`config.mk`:
```
export PLATFORM = sky130hd
export DESIGN_NAME = grid_ray_cell_walker_top_flat
export DESIGN_NICKNAME = d
export VERILOG_FILES = /design/src/rtl/core/grw_pkg.sv /design/src/rtl/core/grw_if.sv /design/src/rtl/core/grw_recip.sv /design/src/rtl/core/grid_ray_cell_walker_top.sv /design/src/flat_wrapper.sv
export SDC_FILE = /design/constraint.sdc
export NUM_CORES = 2
export LEC_CHECK = 0
export BUFFER_PORTS_ARGS = -buffer_cell sky130_fd_sc_hd__buf_2
export CORE_MARGIN = 2
export CORE_UTILIZATION = 50
export CTS_CLUSTER_DIAMETER = 150
export DETAILED_ROUTE_END_ITERATION = 10
export PLACE_DENSITY = 0.77
export SYNTH_ARGS = -nofsm -noshare
export SYNTH_HDL_FRONTEND = slang
export SYNTH_SLANG_ARGS = --single-unit
```
`constraint.sdc`:
```
create_clock -name clk -period 8.05 [get_ports clk]
set_input_delay 2.0125 -clock clk [delete_from_list [all_inputs] [get_ports clk]]
set_output_delay 2.0125 -clock clk [all_outputs]
set_load 0.03 [all_outputs]
```
`src/rtl/core/grw_pkg.sv`:
```
package grw_pkg;

  localparam int GRID_DIM_DEF  = 1024;
  localparam int RANGE_CAP_DEF = 16;

  localparam int CELL_W     = 12;
  localparam int COORD_W    = 18;
  localparam int HEAD_W     = 16;
  localparam int GW_W       = 11;
  localparam int RANGE_W    = 5;
  localparam int INDEX_W    = 21;
  localparam int SEG_W      = 15;
  localparam int UNIT_W     = 24;
  localparam int MAG_W      = 17;
  localparam int CORDIC_W   = 20;
  localparam int ANGLE_W    = 18;
  localparam int ITER_W     = 4;
  localparam int COUNT_W    = 6;

  localparam int CORDIC_ITERS = 14;
  localparam int CORDIC_X0    = 39797;
  localparam int Q16_ONE      = 65536;
  localparam int CELL_CAP     = 64;

  localparam logic [UNIT_W-1:0] DIST_MAX = {UNIT_W{1'b1}};
  localparam logic [SEG_W-1:0]  SEG_MAX  = {SEG_W{1'b1}};

  // register indexes
  localparam logic REG_GRID_WIDTH = 1'b0;
  localparam logic REG_RAY_RANGE  = 1'b1;

  // cordic angle table in heading units
  function automatic logic [13:0] atan_units(input logic [ITER_W-1:0] i);
    logic [13:0] v;
    case (i)
      4'd0:    v = 14'd8192;
      4'd1:    v = 14'd4836;
      4'd2:    v = 14'd2555;
      4'd3:    v = 14'd1297;
      4'd4:    v = 14'd651;
      4'd5:    v = 14'd326;
      4'd6:    v = 14'd163;
      4'd7:    v = 14'd81;
      4'd8:    v = 14'd41;
      4'd9:    v = 14'd20;
      4'd10:   v = 14'd10;
      4'd11:   v = 14'd5;
      4'd12:   v = 14'd3;
      4'd13:   v = 14'd1;
      default: v = 14'd0;
    endcase
    return v;
  endfunction

endpackage

```
`src/rtl/core/grw_if.sv`:
```
interface grw_in_if;
  logic                         valid;
  logic                         ready;
  logic [grw_pkg::COORD_W-1:0]  start_x;
  logic [grw_pkg::COORD_W-1:0]  start_y;
  logic [grw_pkg::HEAD_W-1:0]   heading;

  modport source (output valid, start_x, start_y, heading, input ready);
  modport sink   (input valid, start_x, start_y, heading, output ready);
endinterface

interface grw_out_if;
  logic                                valid;
  logic                                ready;
  logic signed [grw_pkg::INDEX_W-1:0]  cell_index;
  logic [grw_pkg::SEG_W-1:0]           segment_length;
  logic                                last_cell;

  modport source (output valid, cell_index, segment_length, last_cell, input ready);
  modport sink   (input valid, cell_index, segment_length, last_cell, output ready);
endinterface

```
`src/rtl/core/grw_recip.sv`:
```
// iterative reciprocal 2^30 / divisor, one quotient bit per cycle
module grw_recip (
  input  logic                          clk,
  input  logic                          rst_n,
  input  logic                          start,
  input  logic [grw_pkg::MAG_W-1:0]     divisor,
  output logic                          done,
  output logic [grw_pkg::UNIT_W-1:0]    quotient
);

  localparam int REM_W = grw_pkg::MAG_W + 1;
  // divisors at or below this give a quotient past the saturation limit
  localparam int SAT_DIV = 64;

  logic                        busy_r;
  logic                        done_r;
  logic [4:0]                  cnt_r;
  logic [REM_W-1:0]            rem_r;
  logic [grw_pkg::MAG_W-1:0]   div_r;
  logic [grw_pkg::UNIT_W-1:0]  q_r;
  logic [REM_W:0]              rem_sh;
  logic                        qbit;

  assign rem_sh = {rem_r, 1'b0};
  assign qbit   = rem_sh >= {2'b00, div_r};

  always_ff @(posedge clk) begin
    if (!rst_n) begin
      busy_r <= 1'b0;
      done_r <= 1'b0;
    end else begin
      done_r <= 1'b0;
      if (start) begin
        if ({15'd0, divisor} <= 32'(SAT_DIV)) begin
          busy_r <= 1'b0;
          done_r <= 1'b1;
        end else begin
          busy_r <= 1'b1;
        end
      end else if (busy_r && cnt_r == 5'd0) begin
        busy_r <= 1'b0;
        done_r <= 1'b1;
      end
    end
  end

  always_ff @(posedge clk) begin
    if (start) begin
      div_r <= divisor;
      rem_r <= REM_W'(SAT_DIV);
      cnt_r <= 5'(grw_pkg::UNIT_W - 1);
      q_r   <= grw_pkg::DIST_MAX;
    end else if (busy_r) begin
      rem_r <= qbit ? REM_W'(rem_sh - {2'b00, div_r}) : rem_sh[REM_W-1:0];
      q_r   <= {q_r[grw_pkg::UNIT_W-2:0], qbit};
      cnt_r <= cnt_r - 5'd1;
    end
  end

  assign done     = done_r;
  assign quotient = q_r;

endmodule

```
`src/rtl/core/grid_ray_cell_walker_top.sv`:
```
// sequence: the first cell follows 14 cordic rotations, clamp, prep, two reciprocals
//   in one shared divider and two boundary distances on one shared multiplier;
//   shorter when a reciprocal saturates or the heading is on an axis
// flow: a ray yields up to 64 cells; one cell per cycle while the receiver keeps up;
//   not ready while busy, so a new ray is taken only after the last walk ends
// reset: synchronous active-low rst_n, grid_width back to 1024, ray_range to 8, idle
module grid_ray_cell_walker_top #(
  parameter int GRID_DIM  = grw_pkg::GRID_DIM_DEF,
  parameter int RANGE_CAP = grw_pkg::RANGE_CAP_DEF
) (
  input  logic                        clk,
  input  logic                        rst_n,
  grw_in_if.sink                      in_ray,
  grw_out_if.source                   out_cell,
  input  logic                        cfg_we,
  input  logic                        cfg_index,
  input  logic [grw_pkg::GW_W-1:0]    cfg_data
);

  localparam int CW = grw_pkg::CELL_W;
  localparam int XW = grw_pkg::CORDIC_W;
  localparam int AW = grw_pkg::ANGLE_W;
  localparam int UW = grw_pkg::UNIT_W;

  // sequencer codes
  localparam logic [3:0] S_IDLE  = 4'd0;
  localparam logic [3:0] S_ROT   = 4'd1;
  localparam logic [3:0] S_CLAMP = 4'd2;
  localparam logic [3:0] S_PREP  = 4'd3;
  localparam logic [3:0] S_DIVX  = 4'd4;
  localparam logic [3:0] S_DIVY  = 4'd5;
  localparam logic [3:0] S_DSTX  = 4'd6;
  localparam logic [3:0] S_DSTY  = 4'd7;
  localparam logic [3:0] S_WALK  = 4'd8;

  // configuration registers
  logic [grw_pkg::GW_W-1:0]    grid_width_r;
  logic [grw_pkg::RANGE_W-1:0] ray_range_r;

  logic [3:0]                  state_r;
  logic [grw_pkg::COORD_W-1:0] sx_r, sy_r;
  logic [grw_pkg::RANGE_W-1:0] rng_r;
  logic [grw_pkg::GW_W-1:0]    gw_r;

  // cordic datapath, reused to hold clamped cos and sin
  logic signed [XW-1:0]        x_r, y_r;
  logic signed [AW-1:0]        a_r;
  logic [grw_pkg::ITER_W-1:0]  iter_r;
  logic                        neg_r;

  logic [UW-1:0]               unit_x_r, unit_y_r;
  logic [UW-1:0]               dist_x_r, dist_y_r;
  logic [1:0]                  step_signs_r;
  logic signed [CW-1:0]        cell_x_r, cell_y_r;
  logic signed [CW-1:0]        lo_x_r, lo_y_r, hi_x_r, hi_y_r;
  logic [grw_pkg::COUNT_W-1:0] count_r;

  // output register
  logic                        out_valid_r;
  logic signed [grw_pkg::INDEX_W-1:0] cell_index_r;
  logic [grw_pkg::SEG_W-1:0]   segment_r;
  logic                        last_r;

  // effective config values, saturated by the build limits
  logic [grw_pkg::GW_W-1:0]    gw_eff;
  logic [grw_pkg::RANGE_W-1:0] rng_eff;

  assign gw_eff  = (32'(grid_width_r) > GRID_DIM) ? grw_pkg::GW_W'(GRID_DIM) : grid_width_r;
  assign rng_eff = (32'(ray_range_r) > RANGE_CAP) ? grw_pkg::RANGE_W'(RANGE_CAP)
                                                  : ray_range_r;

  always_ff @(posedge clk) begin
    if (!rst_n) begin
      grid_width_r <= grw_pkg::GW_W'(1024);
      ray_range_r  <= grw_pkg::RANGE_W'(8);
    end else if (cfg_we) begin
      case (cfg_index)
        grw_pkg::REG_GRID_WIDTH: grid_width_r <= cfg_data;
        grw_pkg::REG_RAY_RANGE:  ray_range_r  <= cfg_data[grw_pkg::RANGE_W-1:0];
        default: ;
      endcase
    end
  end

  // ---- cordic rotation step (one shared add/sub/shift unit) ----
  logic signed [XW-1:0] sh_x, sh_y;
  logic signed [AW-1:0] atan_step;

  assign sh_x      = x_r >>> iter_r;
  assign sh_y      = y_r >>> iter_r;
  assign atan_step = AW'({4'd0, grw_pkg::atan_units(iter_r)});

  // angle fold of the incoming heading
  logic signed [AW-1:0] a_in;
  logic signed [AW-1:0] a_fold;
  logic                 fold;

  assign a_in   = AW'($signed(in_ray.heading));
  assign fold   = (a_in > AW'(16384)) || (a_in < -AW'(16384));
  assign a_fold = (a_in > AW'(16384)) ? a_in - AW'(32768) :
                  (a_in < -AW'(16384)) ? a_in + AW'(32768) : a_in;

  // clamp after optional negation
  logic signed [XW-1:0] xn, yn, xc, yc;

  assign xn = neg_r ? -x_r : x_r;
  assign yn = neg_r ? -y_r : y_r;
  assign xc = (xn > XW'(grw_pkg::Q16_ONE)) ? XW'(grw_pkg::Q16_ONE) :
              (xn < -XW'(grw_pkg::Q16_ONE)) ? -XW'(grw_pkg::Q16_ONE) : xn;
  assign yc = (yn > XW'(grw_pkg::Q16_ONE)) ? XW'(grw_pkg::Q16_ONE) :
              (yn < -XW'(grw_pkg::Q16_ONE)) ? -XW'(grw_pkg::Q16_ONE) : yn;

  // magnitudes for the reciprocal unit
  logic [XW-1:0]              abs_x, abs_y;
  logic                       div_start;
  logic [grw_pkg::MAG_W-1:0]  div_divisor;
  logic                       div_done;
  logic [UW-1:0]              div_q;

  assign abs_x       = x_r[XW-1] ? XW'(-x_r) : XW'(x_r);
  assign abs_y       = y_r[XW-1] ? XW'(-y_r) : XW'(y_r);
  assign div_start   = (state_r == S_PREP) || (state_r == S_DIVX && div_done);
  assign div_divisor = (state_r == S_PREP) ? abs_x[grw_pkg::MAG_W-1:0]
                                           : abs_y[grw_pkg::MAG_W-1:0];

  grw_recip u_recip (
    .clk      (clk),
    .rst_n    (rst_n),
    .start    (div_start),
    .divisor  (div_divisor),
    .done     (div_done),
    .quotient (div_q)
  );

  // first boundary distance, one shared multiplier for both axes
  logic                 dst_is_x;
  logic [UW-1:0]        mul_unit;
  logic [8:0]           frac;
  logic [UW+8:0]        prod;
  logic [UW:0]          dist_raw;
  logic [UW-1:0]        dist_sat;
  logic                 comp_zero;

  assign dst_is_x  = (state_r == S_DSTX);
  assign mul_unit  = dst_is_x ? unit_x_r : unit_y_r;
  assign frac      = dst_is_x ?
                     (step_signs_r[0] ? 9'd256 - {1'b0, sx_r[7:0]} : {1'b0, sx_r[7:0]}) :
                     (step_signs_r[1] ? 9'd256 - {1'b0, sy_r[7:0]} : {1'b0, sy_r[7:0]});
  assign prod      = mul_unit * frac;
  assign dist_raw  = prod[UW+8:8];
  assign comp_zero = dst_is_x ? (x_r == '0) : (y_r == '0);
  assign dist_sat  = (comp_zero || dist_raw[UW]) ? grw_pkg::DIST_MAX : dist_raw[UW-1:0];

  // lower window bound, truncated toward zero
  function automatic logic signed [CW-1:0] low_bound(input logic [grw_pkg::COORD_W-1:0] c,
                                                     input logic [grw_pkg::RANGE_W-1:0] r);
    logic signed [grw_pkg::COORD_W:0] v;
    logic signed [grw_pkg::COORD_W:0] nv;
    v  = $signed({1'b0, c}) - $signed({6'd0, r, 8'd0});
    nv = -v;
    if (!v[grw_pkg::COORD_W]) return CW'(v >>> 8);
    return -CW'(nv >>> 8);
  endfunction

  // ---- walk datapath ----
  logic [UW-1:0]        w, dxn, dyn, dx_nxt, dy_nxt;
  logic signed [CW-1:0] cx_nxt, cy_nxt;
  logic                 inside_cur, inside_nxt, walk_go, emit, last_nxt;
  logic signed [2*CW-1:0] idx_full;

  assign w      = (dist_x_r < dist_y_r) ? dist_x_r : dist_y_r;
  assign dxn    = dist_x_r - w;
  assign dyn    = dist_y_r - w;
  assign dx_nxt = (dxn == '0) ? unit_x_r : dxn;
  assign dy_nxt = (dyn == '0) ? unit_y_r : dyn;
  assign cx_nxt = (dxn == '0) ? (step_signs_r[0] ? cell_x_r + CW'(1) : cell_x_r - CW'(1))
                              : cell_x_r;
  assign cy_nxt = (dyn == '0) ? (step_signs_r[1] ? cell_y_r + CW'(1) : cell_y_r - CW'(1))
                              : cell_y_r;

  assign inside_cur = (cell_x_r >= lo_x_r) && (cell_x_r < hi_x_r) &&
                      (cell_y_r >= lo_y_r) && (cell_y_r < hi_y_r);
  assign inside_nxt = (cx_nxt >= lo_x_r) && (cx_nxt < hi_x_r) &&
                      (cy_nxt >= lo_y_r) && (cy_nxt < hi_y_r);
  // the cap counts emitted cells; the 64th one closes the run
  assign last_nxt   = !inside_nxt || (count_r == grw_pkg::COUNT_W'(grw_pkg::CELL_CAP - 1));

  assign walk_go  = (state_r == S_WALK) && (!out_valid_r || out_cell.ready);
  assign emit     = walk_go && inside_cur;
  // index wraps to the output width
  assign idx_full = cell_y_r * $signed({1'b0, gw_r}) + (2*CW)'(cell_x_r);

  // ---- sequencer ----
  always_ff @(posedge clk) begin
    if (!rst_n) begin
      state_r     <= S_IDLE;
      out_valid_r <= 1'b0;
    end else begin
      case (state_r)
        S_IDLE:  if (in_ray.valid) begin
          state_r <= (in_ray.heading[13:0] == 14'd0) ? S_CLAMP : S_ROT;
        end
        S_ROT:   if (iter_r == grw_pkg::ITER_W'(grw_pkg::CORDIC_ITERS - 1)) begin
          state_r <= S_CLAMP;
        end
        S_CLAMP: state_r <= S_PREP;
        S_PREP:  state_r <= S_DIVX;
        S_DIVX:  if (div_done) state_r <= S_DIVY;
        S_DIVY:  if (div_done) state_r <= S_DSTX;
        S_DSTX:  state_r <= S_DSTY;
        S_DSTY:  state_r <= S_WALK;
        S_WALK:  if (walk_go && (!inside_cur || last_nxt)) state_r <= S_IDLE;
        default: state_r <= S_IDLE;
      endcase

      if (emit) out_valid_r <= 1'b1;
      else if (out_cell.ready) out_valid_r <= 1'b0;
    end
  end

  // ---- datapath registers ----
  always_ff @(posedge clk) begin
    case (state_r)
      S_IDLE: begin
        sx_r   <= in_ray.start_x;
        sy_r   <= in_ray.start_y;
        rng_r  <= rng_eff;
        gw_r   <= gw_eff;
        iter_r <= '0;
        if (in_ray.heading[13:0] == 14'd0) begin
          // exact quadrant headings skip the rotation
          neg_r <= 1'b0;
          case (in_ray.heading[15:14])
            2'd0:    begin x_r <= XW'(grw_pkg::Q16_ONE);  y_r <= '0; end
            2'd1:    begin x_r <= '0; y_r <= XW'(grw_pkg::Q16_ONE);  end
            2'd2:    begin x_r <= -XW'(grw_pkg::Q16_ONE); y_r <= '0; end
            default: begin x_r <= '0; y_r <= -XW'(grw_pkg::Q16_ONE); end
          endcase
        end else begin
          neg_r <= fold;
          a_r   <= a_fold;
          x_r   <= XW'(grw_pkg::CORDIC_X0);
          y_r   <= '0;
        end
      end
      S_ROT: begin
        if (!a_r[AW-1]) begin
          x_r <= x_r - sh_y;
          y_r <= y_r + sh_x;
          a_r <= a_r - atan_step;
        end else begin
          x_r <= x_r + sh_y;
          y_r <= y_r - sh_x;
          a_r <= a_r + atan_step;
        end
        iter_r <= iter_r + grw_pkg::ITER_W'(1);
      end
      S_CLAMP: begin
        x_r <= xc;
        y_r <= yc;
      end
      S_PREP: begin
        step_signs_r <= {(y_r > 0), (x_r > 0)};
      end
      S_DIVX: if (div_done) unit_x_r <= div_q;
      S_DIVY: if (div_done) unit_y_r <= div_q;
      S_DSTX: dist_x_r <= dist_sat;
      S_DSTY: begin
        dist_y_r <= dist_sat;
        cell_x_r <= CW'({2'b00, sx_r[grw_pkg::COORD_W-1:8]});
        cell_y_r <= CW'({2'b00, sy_r[grw_pkg::COORD_W-1:8]});
        lo_x_r   <= low_bound(sx_r, rng_r);
        lo_y_r   <= low_bound(sy_r, rng_r);
        hi_x_r   <= CW'({2'b00, sx_r[grw_pkg::COORD_W-1:8]}) + CW'(rng_r);
        hi_y_r   <= CW'({2'b00, sy_r[grw_pkg::COORD_W-1:8]}) + CW'(rng_r);
        count_r  <= '0;
      end
      S_WALK: if (emit) begin
        dist_x_r <= dx_nxt;
        dist_y_r <= dy_nxt;
        cell_x_r <= cx_nxt;
        cell_y_r <= cy_nxt;
        count_r  <= count_r + grw_pkg::COUNT_W'(1);
      end
      default: ;
    endcase

    // output payload, loaded on each transfer-producing step
    if (emit) begin
      cell_index_r <= idx_full[grw_pkg::INDEX_W-1:0];
      segment_r    <= (w > UW'(grw_pkg::SEG_MAX)) ? grw_pkg::SEG_MAX : w[grw_pkg::SEG_W-1:0];
      last_r       <= last_nxt;
    end
  end

  assign in_ray.ready            = (state_r == S_IDLE);
  assign out_cell.valid          = out_valid_r;
  assign out_cell.cell_index     = cell_index_r;
  assign out_cell.segment_length = segment_r;
  assign out_cell.last_cell      = last_r;

endmodule

```
`src/flat_wrapper.sv`:
```
// flat-port wrapper written by rule: the top's interface ports become plain ports
module grid_ray_cell_walker_top_flat 
#(
  parameter int GRID_DIM  = grw_pkg::GRID_DIM_DEF,
  parameter int RANGE_CAP = grw_pkg::RANGE_CAP_DEF
)
  (clk, rst_n, cfg_we, cfg_index, cfg_data, in_ray_valid, in_ray_start_x, in_ray_start_y, in_ray_heading, in_ray_ready, out_cell_valid, out_cell_cell_index, out_cell_segment_length, out_cell_last_cell, out_cell_ready);
  grw_in_if in_ray_i ();
  grw_out_if out_cell_i ();
  input  logic clk;
  input  logic rst_n;
  input  logic cfg_we;
  input  logic cfg_index;
  input  logic [grw_pkg::GW_W-1:0] cfg_data;
  input wire logic [$bits(in_ray_i.valid)-1:0] in_ray_valid;
  input wire logic [$bits(in_ray_i.start_x)-1:0] in_ray_start_x;
  input wire logic [$bits(in_ray_i.start_y)-1:0] in_ray_start_y;
  input wire logic [$bits(in_ray_i.heading)-1:0] in_ray_heading;
  output wire logic [$bits(in_ray_i.ready)-1:0] in_ray_ready;
  output wire logic [$bits(out_cell_i.valid)-1:0] out_cell_valid;
  output wire logic [$bits(out_cell_i.cell_index)-1:0] out_cell_cell_index;
  output wire logic [$bits(out_cell_i.segment_length)-1:0] out_cell_segment_length;
  output wire logic [$bits(out_cell_i.last_cell)-1:0] out_cell_last_cell;
  input wire logic [$bits(out_cell_i.ready)-1:0] out_cell_ready;
  assign in_ray_i.valid = in_ray_valid;
  assign in_ray_i.start_x = in_ray_start_x;
  assign in_ray_i.start_y = in_ray_start_y;
  assign in_ray_i.heading = in_ray_heading;
  assign in_ray_ready = in_ray_i.ready;
  assign out_cell_valid = out_cell_i.valid;
  assign out_cell_cell_index = out_cell_i.cell_index;
  assign out_cell_segment_length = out_cell_i.segment_length;
  assign out_cell_last_cell = out_cell_i.last_cell;
  assign out_cell_i.ready = out_cell_ready;
  grid_ray_cell_walker_top #(.GRID_DIM(GRID_DIM), .RANGE_CAP(RANGE_CAP)) u_core (.clk(clk), .rst_n(rst_n), .in_ray(in_ray_i), .out_cell(out_cell_i), .cfg_we(cfg_we), .cfg_index(cfg_index), .cfg_data(cfg_data));
endmodule
```
==> impl_metrics.py <==
metrics = {
    "layout": {
        "nFillCells": 7743,
        "syn_to_final_growth_pct": 9.54,
        "stdcell_area_um2": 49000,
        "nets": 5814,
        "seq_area_um2": 12000,
        "multiInputGateArea_um2": 30300,
        "drive_gt1_share_pct": 9.86,
        "stdcell_count": 6305,
    },
    "routing": {
        "drc": 0,
        "drt-initial-drc-count": 3288,
        "avgRoutedWirePerCell_um": 20.9,
        "drtAntennaViolNets": 0,
        "wl_met1_mm": 55.1,
        "dr_wl_met3_mm": 10.6,
        "highest_layer": "met5",
        "dr.pass1.iters": 6,
        "vias_per_cell": 5.94,
        "route.met2.wl_mm": 60.5,
        "vias": 37441,
        "wirelength_mm": 132,
    },
    "yosys": {
        "synth_compound_area_share_pct": 14.5,
        "synth_area_um2": 44700,
        "syn_avg_cell_area_um2": 8.92,
        "synth_commonest_cells": "nand2_1 (632), inv_1 (481), nor2_1 (390)",
        "yosysSeqAreaShare_pct": 26.8,
        "synth_xor_area_share_pct": 6.79,
        "synth_edf_count": 343,
        "synth.most_common_cell": "nand2_1",
        "synth_area_leader_cell": "edfxtp_1",
        "synth_top_area_share_pct": 23.0,
        "synth_flop_cell": "edfxtp_1",
        "synth_nets": 5739,
        "synthCells": 5016,
        "synth.area.mux_share_pct": 4.49,
        "ys_types": 110,
        "yosys_warnings": 0,
        "synth_top_family_by_area": "adder cells",
        "yosys.area_share.simple_pct": 17.6,
        "async_flop_share_pct": 0,
        "yosys-top-cells-area": "edfxtp_1 (23%), fa_1 (13%), ha_1 (10%)",
        "ys_ff_latch": 427,
        "synthAdderAreaFrac_pct": 23.7,
    },
    "cts": {
        "cts.sinks": 427,
        "cts_buffers": 52,
        "htree_levels": 2,
        "clk_latency_ns": 0.65,
        "cts_tree": "done",
        "postCtsHoldBufs": 0,
        "clk_path_buf_depth": 3,
        "cts.clk_slew.worst_paths_ns": 0.06,
        "cts-root-buf": "clkbuf_16",
    },
    "timing": {
        "worst_pin_slew_ns": 1.14,
        "finalMaxSlewViolations": 0,
        "rsz0062_at_grt": "yes",
        "min_period_over_period_pct": 96.1,
        "timing.setup.tns_ns": 0,
        "relSlewSlack_pct": 23.9,
        "skew_ns": 0.0421,
        "finalSetupViolations": 0,
        "hold_violations": 0,
        "timing.fmax_ghz": 0.129,
        "period_needed_ns": 7.74,
    },
    "die": {
        "boundaryPins": 108,
        "std_cell_rows": 109,
        "initial_core_util_pct": 50.5,
        "coreArea_um2": 88500,
        "die-area_um2": 91900,
        "die_w_um": 303,
        "die_h_um": 303,
    },
    "worst_setup_path": {
        "required_ns": 8.58,
        "start_kind": "flip-flop",
        "path_class": "reg2reg",
        "cp_max_fo": 20,
        "cp_data_arrival_time_ns": 8.26,
        "cp_slowest_stage_delay_ns": 0.60,
        "slowest_stage": "or4_4",
        "crit_top_cell": "a21o_1",
        "end_kind": "flip-flop",
    },
    "grt": {
        "overflow": 0,
        "grt_pass1_vias": 36543,
        "grt_pass1_wl_mm": 205,
        "grt_max_degree": 77,
        "antenna_found_initial": 8,
        "track_usage_pct": 28.5,
    },
    "placed_design": {
        "io_buffer_count": 107,
        "post_dp_cell_area_um2": 46900,
        "gp_congestion": 1.03,
        "hpwl_mm": 103,
        "dpl.cell_count": 6186,
    },
    "status": {
        "status": "complete, no violations",
    },
    "worst_hold_path": {
        "min_path_type": "reg2reg",
    },
    "job": {
        "max-cap-violations": 0,
    },
}
[state kept, by name, summed over array words and instances, names as in the netlist, 6 cells and up]
name,cells
u_core.dist_x_r,24
u_core.dist_y_r,24
u_core.u_recip.quotient,24
u_core.unit_x_r,24
u_core.unit_y_r,24
u_core.out_cell.cell_index,21
u_core.x_r,20
u_core.y_r,20
u_core.a_r,18
u_core.sx_r,18
u_core.sy_r,18
u_core.u_recip.rem_r,18
u_core.u_recip.div_r,17
u_core.out_cell.segment_length,15
u_core.atan_step,14
u_core.cell_x_r,12
u_core.cell_y_r,12
u_core.lo_x_r,12
u_core.lo_y_r,12
u_core.grid_width_r,11
u_core.gw_r,11
u_core.hi_x_r,11
u_core.hi_y_r,11
u_core.count_r,6
[cells by family after synthesis]
kind of cell             Yosys count
flip-flops                       427
adder cells (fa/ha/maj)          678
buffers and inverters            714
multiplexers                     181
XOR/XNOR                         346
AND/OR/NAND/NOR                 1669
AO/OA/AOI/OAI                   1001
[worst max-delay path, delay by kind of cell, from the launching register on]
kind	cells	cell delay [ns]
AOI/OAI and AO/OA	25	4.60
adders and majority gates	3	0.96
and+or+nand+nor	4	0.90
xor gates and xnor gates	2	0.43
DFF	1	0.41
buffers and inverters	1	0.30
[metrics by stage]
stage,setup WS (ns),utilization (%),hold slack [ns]
2_1_floorplan,0.00239,-,0.425
3_3_place_gp,0.243,53.0,0.431
3_5_place_dp,0.181,53.0,0.444
4_1_cts,0.108,55.1,0.452
5_1_grt,-0.0741,55.3,0.469
6_report,0.312,55.4,0.450
[routing by layer]
| metal | vias up | GRT usage, % |
|---|---|---|
| met1 | 18099 | 38.1 |
| met5 | - | 0 |
| met2 | 1529 | 46.4 |
| li1 | 17510 | - |
| met3 | 297 | 4.57 |
| met4 | 6 | 11.2 |
[worst paths after layout]
kind	depth (start not counted)	endpoint	startpoint	slack, ns
max reg2reg	35	u_core.out_cell.last_cell	u_core.dist_x_r[5]	0.31
min	2	u_core.grid_width_r[8]	u_core.grid_width_r[8]	0.45
max	35	u_core.out_cell.last_cell	u_core.dist_x_r[5]	0.31
min reg2reg	2	u_core.grid_width_r[8]	u_core.grid_width_r[8]	0.45
[what timing repair did]
action,in CTS,in global routing
buffers inserted,0,16
hold endpoints to repair,0,0
setup endpoints to repair,0,17
resized for setup,0,18
[cell usage in the layout, fill, tap and decap left out, drive strengths merged, types with 34 or more instances in the layout]
| cell | netlist | layout |
|---|---|---|
| a211oi | 49 | 49 |
| a21o | 83 | 83 |
| a21oi | 291 | 291 |
| a31oi | 48 | 48 |
| and2 | 104 | 104 |
| buf | 54 | 250 |
| clkbuf | 175 | 64 |
| dfxtp | 84 | 84 |
| edfxtp | 343 | 343 |
| fa | 288 | 288 |
| ha | 366 | 366 |
| inv | 482 | 489 |
| mux2 | 56 | 56 |
| mux2i | 115 | 115 |
| nand2 | 633 | 633 |
| nand2b | 62 | 62 |
| nand3 | 67 | 67 |
| nor2 | 391 | 391 |
| nor2b | 85 | 85 |
| nor3 | 91 | 91 |
| nor4 | 34 | 34 |
| o211ai | 40 | 40 |
| o21ai | 234 | 234 |
| or3 | 51 | 51 |
| xnor2 | 201 | 201 |
| xor2 | 145 | 145 |
[cell type report]
class                      count  share of cell area, %
timing repair buffer         250                   3.33
clock buffer                  64                   2.96
antenna                        6                 0.0306
inverter                     485                   3.72
tap                         1165                   2.97
multi-input combinational   3875                   61.7
sequential                   427                   24.5
clock inverter                33                  0.794
Power is left out: the tool's default activity adds up to more than one toggle a clock period on the data nets, which glitch-free logic cannot reach.
